### src/rtl/triangular_quantile_defines.svh
// assertion macros shared by the triangular quantile rtl
// included by files that carry concurrent checks; no other dependencies
`ifndef TRIANGULAR_QUANTILE_DEFINES_SVH
`define TRIANGULAR_QUANTILE_DEFINES_SVH

// same-cycle implication check, reset disables
`define TQ_ASSERT_IMP(lbl, clk, rst_n, ante, cons) \
	lbl: assert property (@(posedge clk) disable iff (!rst_n) (ante) |-> (cons)) \
		else $error("tq assertion failed");

// next-cycle implication check, reset disables
`define TQ_ASSERT_NXT(lbl, clk, rst_n, ante, cons) \
	lbl: assert property (@(posedge clk) disable iff (!rst_n) (ante) |=> (cons)) \
		else $error("tq assertion failed");

`endif

### src/rtl/tq_pkg.sv
// package for the triangular quantile block: constants, register codes, stage types
// no dependencies
`default_nettype none

package tq_pkg;

	// register indexes of the configuration port
	localparam logic [0:0] CFG_LOWER_TAIL = 1'b0;
	localparam logic [0:0] CFG_LOG_PROB   = 1'b1;

	// fixed point constants
	localparam logic [31:0] LN2_Q32     = 32'hB17217F7;
	localparam logic [32:0] ONE_Q32     = 33'h1_0000_0000;
	localparam logic [24:0] ONE_Q24     = 25'h100_0000;
	localparam logic signed [33:0] ONE_Q24_S  = 34'sd16777216;
	localparam logic signed [33:0] OVER_Q24_S = 34'sd16777217;
	localparam logic [32:0] EXP_LIMIT   = 33'd301989888;

	// pipeline depths
	localparam int EXP_TERMS  = 12;
	localparam int DIV_STEPS  = 5;
	localparam int SQRT_STEPS = 32;

	// queue between front and back
	localparam int FIFO_DEPTH = 2;
	localparam int FIFO_AW    = 1;
	localparam int FIFO_CW    = 2;

	typedef struct packed {
		logic lower_tail;
		logic log_prob;
	} cfg_t;

	// front stage payload through classify, range reduction and series
	typedef struct packed {
		logic signed [31:0] lo;
		logic signed [31:0] hi;
		logic signed [31:0] pk;
		logic signed [31:0] p;
		logic               bad;
		logic               logp;
		logic               tail;
		logic               pos;
		logic               big;
		logic [4:0]         k;
		logic [40:0]        rem;
		logic [32:0]        t;
		logic [31:0]        v;
	} fr_t;

	// transaction handed from front to back
	typedef struct packed {
		logic [63:0]        x;
		logic signed [31:0] base;
		logic               sub;
		logic               na;
	} bk_t;

	// square root stage payload
	typedef struct packed {
		logic [63:0]        x;
		logic [63:0]        res;
		logic signed [31:0] base;
		logic               sub;
		logic               na;
	} sq_t;

endpackage

`default_nettype wire

### src/rtl/tq_fifo.sv
// two-entry queue between front and back
// uses tq_pkg and the assertion macros header
`default_nettype none
`include "triangular_quantile_defines.svh"

module tq_fifo (
	input  wire logic        clk,
	input  wire logic        arst_n,
	input  wire logic        push,
	input  wire tq_pkg::bk_t push_data,
	input  wire logic        pop,
	output tq_pkg::bk_t      head,
	output logic             full,
	output logic             empty
);
	import tq_pkg::*;

	bk_t                mem_q [0:FIFO_DEPTH-1];
	logic [FIFO_AW-1:0] wp_q, rp_q;
	logic [FIFO_CW-1:0] cnt_q;

	assign full  = cnt_q == FIFO_CW'(FIFO_DEPTH);
	assign empty = cnt_q == '0;
	assign head  = mem_q[rp_q];

	// entry storage
	always_ff @(posedge clk) begin
		if (push) begin
			mem_q[wp_q] <= push_data;
		end
	end

	// pointers and fill count
	always_ff @(posedge clk or negedge arst_n) begin
		if (!arst_n) begin
			wp_q  <= '0;
			rp_q  <= '0;
			cnt_q <= '0;
		end else begin
			if (push) begin
				wp_q <= wp_q + 1'b1;
			end
			if (pop) begin
				rp_q <= rp_q + 1'b1;
			end
			if (push && !pop) begin
				cnt_q <= cnt_q + 1'b1;
			end else if (pop && !push) begin
				cnt_q <= cnt_q - 1'b1;
			end
		end
	end

	`TQ_ASSERT_IMP(a_no_overflow, clk, arst_n, push, !full)
	`TQ_ASSERT_IMP(a_no_underflow, clk, arst_n, pop, !empty)
	`TQ_ASSERT_NXT(a_push_fills, clk, arst_n, push && !pop, !empty)

endmodule

`default_nettype wire

### config.mk
export PLATFORM = sky130hd
export DESIGN_NAME = tq_fifo
export DESIGN_NICKNAME = d
export VERILOG_FILES = /design/src/rtl/tq_pkg.sv /design/src/rtl/tq_fifo.sv
export VERILOG_INCLUDE_DIRS = /design/src /design/src/rtl
export SDC_FILE = /design/constraint.sdc
export NUM_CORES = 1
export LEC_CHECK = 0
export BUFFER_PORTS_ARGS = -buffer_cell sky130_fd_sc_hd__buf_4
export CAP_MARGIN = 10
export CORE_UTILIZATION = 50
export DETAILED_ROUTE_END_ITERATION = 12
export GPL_TIMING_DRIVEN = 0
export PLACE_DENSITY = 0.77
export SETUP_SLACK_MARGIN = 0.5
export SLEW_MARGIN = 20
export SYNTH_ARGS = -nofsm -noshare
export SYNTH_HDL_FRONTEND = slang
export SYNTH_SLANG_ARGS = --single-unit
### constraint.sdc
create_clock -name clk -period 7.1 [get_ports clk]
set_clock_uncertainty 0.05 [all_clocks]
set_input_delay 1.065 -clock clk [delete_from_list [all_inputs] [get_ports clk]]
set_output_delay 1.065 -clock clk [all_outputs]
set_load 0.02 [all_outputs]
=== After elaboration in Yosys (flattened, before gate mapping) ===
Memory sizes are Yosys's and may differ from the RTL's.
Cells that the tools add are included.
Widths: inputs -> output; s select.

* RAM bits: 196
* Bits in registers: 4
* Memories kept: 1

{| class="wikitable"
|+ Memory list
! name !! depth !! bits a word !! rd ports !! clocked after memory_dff !! write ports !! line !! RTL
|-
| mem_q || 2 || 98 || 1 || 0 || 1 || tq_fifo.sv:18 || <nowiki>bk_t mem_q [0:FIFO_DEPTH-1];</nowiki>
|}

* Reduce and logical (&&, ||, !) cells: 6
* Muxes and demuxes: 4
* Add/subtract/negate cells: 4
* Equal/unequal tests: 1

{| class="wikitable"
|+ Operators with widths
! kind !! count
|-
| $mux 2 || 2
|-
| $add 1x1->1 const B || 2
|-
| $add 2x1->2 const B || 1
|-
| $eq 2x2->1 const B || 1
|-
| $logic_and 1x1->1 || 2
|-
| $logic_not 1->1 || 2
|-
| $logic_not 2->1 || 1
|-
| $mux 1 || 2
|-
| $reduce_bool 2->1 || 1
|-
| $sub 2x1->2 const B || 1
|}

=== Depth between registers and ports, before layout ===
* Depth in word-level cells: 4
* Gate-level depth with buffers: 5
* Mapped depth without buffers: 5

=== Worst setup path before layout ===
OpenSTA, ideal clock, no wires.

* Path type: input port to flip-flop
* Start point: input push
* End point: memory mem_q[0][0] in the netlist's numbering, enable pin
* Stages: 1
* Arrival time: 5.332 ns
* Library setup time: 0.567 ns
* Slack: 1.151 ns
* Cell sequence: nor2b_1

* Longest elaborated chain between the ends: 2

{| class="wikitable"
|+ Ends and longest elaborated chain
! element !! line !! RTL
|-
| start: declaration || tq_fifo.sv:9 || <nowiki>input wire logic push,</nowiki>
|-
| $mux 1 || tq_fifo.sv:28 || <nowiki>if (push) begin</nowiki>
|-
| $mux 1 (not written as such) || tq_fifo.sv:29 || <nowiki>mem_q[wp_q] <= push_data;</nowiki>
|-
| end: declaration || tq_fifo.sv:18 ||
|}

No other way between the ends.

==> summary.md <==
| Metric | Value |
|---|---|
| Achievable frequency | `349.3 MHz` |
| Ys async rst share | `2.000%` |
| Hold Buf Count CTS | `0` |
| XOR/XNOR Fraction of Synth Area | `0.6010%` |
| Critical path class | `reg -> out` |
| Grt total ovfl | `0` |
| Status | `finished, final reports clean` |
| Largest family of logic cells by synthesized area | `multiplexers` |
| Combinational power share | `36.5%` |
| Clk sinks | `200` |
| Flop2flop setup slack | `5250 ps` |
| Die area | `15,060 µm²` |
| Fin crit period | `2863 ps` |
| P_leak | `3.686 nW` |
| Top-area cell type share of the netlist area | `80.77%` |
| ANT nets after route | `0` |
| Crit-path max FO | `10` |
| Max H-tree Level | `4` |
| Vias in the first global route | `3,834` |
| Setup crit start | `rp_q` |
| Total GRT Usage | `17.83%` |
| RR Startpoint | `wp_q` |
| Period utilization | `40.32%` |
| Switch share | `30.79%` |
| DP Area | `9154 µm²` |
| Antenna violations before repair | `0` |
| Synth Area in Adders | `0.1717%` |
| Row count | `43` |
| CTS Buf Count | `17` |
| Post-Syn Nets | `424` |
| Final Max Tran Viols | `0` |
| First-iteration detailed-routing DRC count | `128` |
| Pin count of the biggest net entering global routing | `52` |
| Chip width | `122.7 µm` |
| Pwr/cell area | `404.9 nW/µm²` |
| Max stage delay cell, worst path | `dfrtp_1` |
| Post-CTS Resized | `0` |
| Via count | `3,692` |
| Hold/Removal Path Class | `in -> async` |
| Post-Synth Simple-Gate Area | `0.3606%` |
| Area growth syn-to-layout | `32.98%` |
| FF-to-FF End | `mem_q[1][77]` |
| Endpoints failing setup | `0` |
| Placer congestion estimate | `0.7108` |
| Slew HR | `51.31%` |
| Die height | `122.7 µm` |
| Peak supply drop | `0.2223 mV` |
| Internal power | `2.716 mW` |
| DP Wirelength | `9079 µm` |
| CTS tree | `built` |
| Main synth FF type | `edfxtp_1` |
| Critical Path Start Type | `register` |
| Top area cells in the synthesized netlist | `edfxtp_1 (81%), mux2_2 (14%), mux2_4 (2.1%), dfrtp_1 (1.4%), buf_2 (0.55%)` |
| Post-route insts no fill | `739` |
| Post-route cell area | `9691 µm²` |
| Compound-Gate Fraction of Synth Area | `0%` |
| Yosys synthesis warning count | `0` |
| Post-Route WL | `13,180 µm` |
| Syn Inst Count | `321` |
| CP max stage delay | `340 ps` |
| Worst Hold Margin | `376.1 ps` |
| Nets | `649` |
| CTS clk-pin slew, worst paths | `60 ps` |
| First-pass GRT wire length | `19,480 µm` |
| Worst-Skew Late Latency | `420 ps` |
| Worst-margin pin slew | `730.4 ps` |
| Fraction of layout cells with a size suffix above 1 | `61.54%` |
| Antenna cells | `0` |
| P_sw | `1.208 mW` |
| Yosys cell types | `13` |
| Starting Density | `51.89%` |
| Ports | `202` |
| Mux contribution to synthesized area | `15.66%` |
| Critical Path End Type | `primary output` |
| Synth Register Bits | `200` |
| Final Hold Viols | `0` |
| Biggest area consumer among synthesized cells | `edfxtp_1` |
| Number of remaining DRC errors | `0` |
| Commonest cells in the netlist | `edfxtp_1 (196), mux2_2 (88), mux2_4 (10)` |
| Clock network power share | `22.2%` |
| Register-to-Register Path Depth | `2` |
| RSZ-0062 raised after global routing | `false` |
| Sequential share of the synthesized area | `82.14%` |
| Drt wl/cell | `17.83 µm` |
| Number of port buffers | `201` |
| Max Buffers Root-to-Sink | `2` |
| Most frequent CP cell | `buf_6` |
| Pre-Repair DR Iteration Count | `6` |
| Reg power frac | `41.3%` |
| Core area | `14,040 µm²` |
| Root Buffer | `clkbuf_16` |
| # fillers | `931` |
| CP Capture Point | `head[63]` |
| Post CTS Setup Buffer Count | `0` |
| Post-synth EDFFs | `196` |
| Most numerous cell in the Yosys netlist | `edfxtp_1` |
| Crit path cell chain | `buf_6 > buf_6 > buf_6 > mux2_4 > buf_4` |
| Placed Cells | `707` |
| Worst EP required | `5980 ps` |
| Mean Syn Cell Area | `22.70 µm²` |
| Avg Vias per Cell | `4.996` |
| Synth Cell Area | `7287 µm²` |
| Crit path DAT | `1750 ps` |
| Max_cap viols | `0` |
[layer usage]
layer | global-route usage [%] | up-vias | part of all wire, %
met5 | 0 | - | 0
met1 | 19.69 | 1808 | 37
met3 | 7.296 | 15 | 9.3
li1 | - | 1723 | -
met4 | 7.241 | 0 | 1.6
met2 | 30.44 | 146 | 52
[worst max-delay path, delay by kind of cell (launching register included)]
| kind | cells | cell delay [ps] |
|---|---|---|
| buffers and inverters | 4 | 670 |
| DFF | 1 | 340 |
| muxes | 1 | 320 |
[per-stage QoR]
stage	setup TNS, ps	total power, mW	worst slack (ps)	util (%)
3_3_place_gp	-118830	3.063	-1217	64.24
2_1_floorplan	0	2.521	1151	-
4_1_cts	0	3.970	4174	69.01
6_report	0	3.924	4237	69.01
3_5_place_dp	0	3.094	4517	65.19
5_1_grt	0	4.094	4153	69.01
[how the worst min path moves through the flow]
stage,start,endpoint,slack (ps),depth (start not counted)
5_1_grt,arst_n,cnt_q[0],360,1
6_report,arst_n,cnt_q[1],380,1
3_3_place_gp,wp_q,wp_q,420,1
2_1_floorplan,wp_q,wp_q,410,1
4_1_cts,arst_n,cnt_q[1],360,1
3_5_place_dp,cnt_q[1],cnt_q[1],440,1
[logic make-up after synthesis]
kind of cell | after synthesis
buffers and inverters | 12
xor gates and xnor gates | 5
adders and majority gates | 1
DFF | 200
muxes | 98
and+or+nand+nor | 5
[power by group through the flow]
stage / Combinational, mW / Sequential (mW) / Clock [mW]
floorplan: 0.865 / 1.66 / 0
global placement: 1.38 / 1.68 / 0
detailed placement: 1.45 / 1.65 / 0
CTS: 1.46 / 1.62 / 0.892
global route: 1.52 / 1.64 / 0.934
finish: 1.43 / 1.62 / 0.873
[area by class of cell]
type,instances,area [µm²],share of cell area (%)
repair buffers,206,1632,16.84
plain buffers,11,73.82,0.7618
clock inverters,13,103.9,1.072
multi-input cells,109,1234,12.73
clock buffers,19,432.9,4.467
well taps,180,225.2,2.324
flip-flops and latches,200,5986,61.77
inverters,1,3.754,0.03873
[cell usage in the layout (no fill, tap or decap)]
cell type,count
mux2_4,10
inv_1,1
and2_4,1
bufinv_16,1
nor2b_4,1
buf_12,2
xor2_1,4
edfxtp_1,196
buf_4,201
inv_6,2
buf_2,8
clkbuf_16,17
nor2_1,2
nor2b_1,1
clkinv_2,3
ha_1,1
dfrtp_1,4
clkinv_1,3
buf_6,3
clkbuf_1,2
xnor2_1,1
mux2_2,88
buf_16,3
clkinvlp_4,4
[flip-flops by register name (all words and copies together) (netlist names)]
register,flops
rp_q,1
mem_q,196
wp_q,1
cnt_q,2
Power figures use the tool's default switching activity.
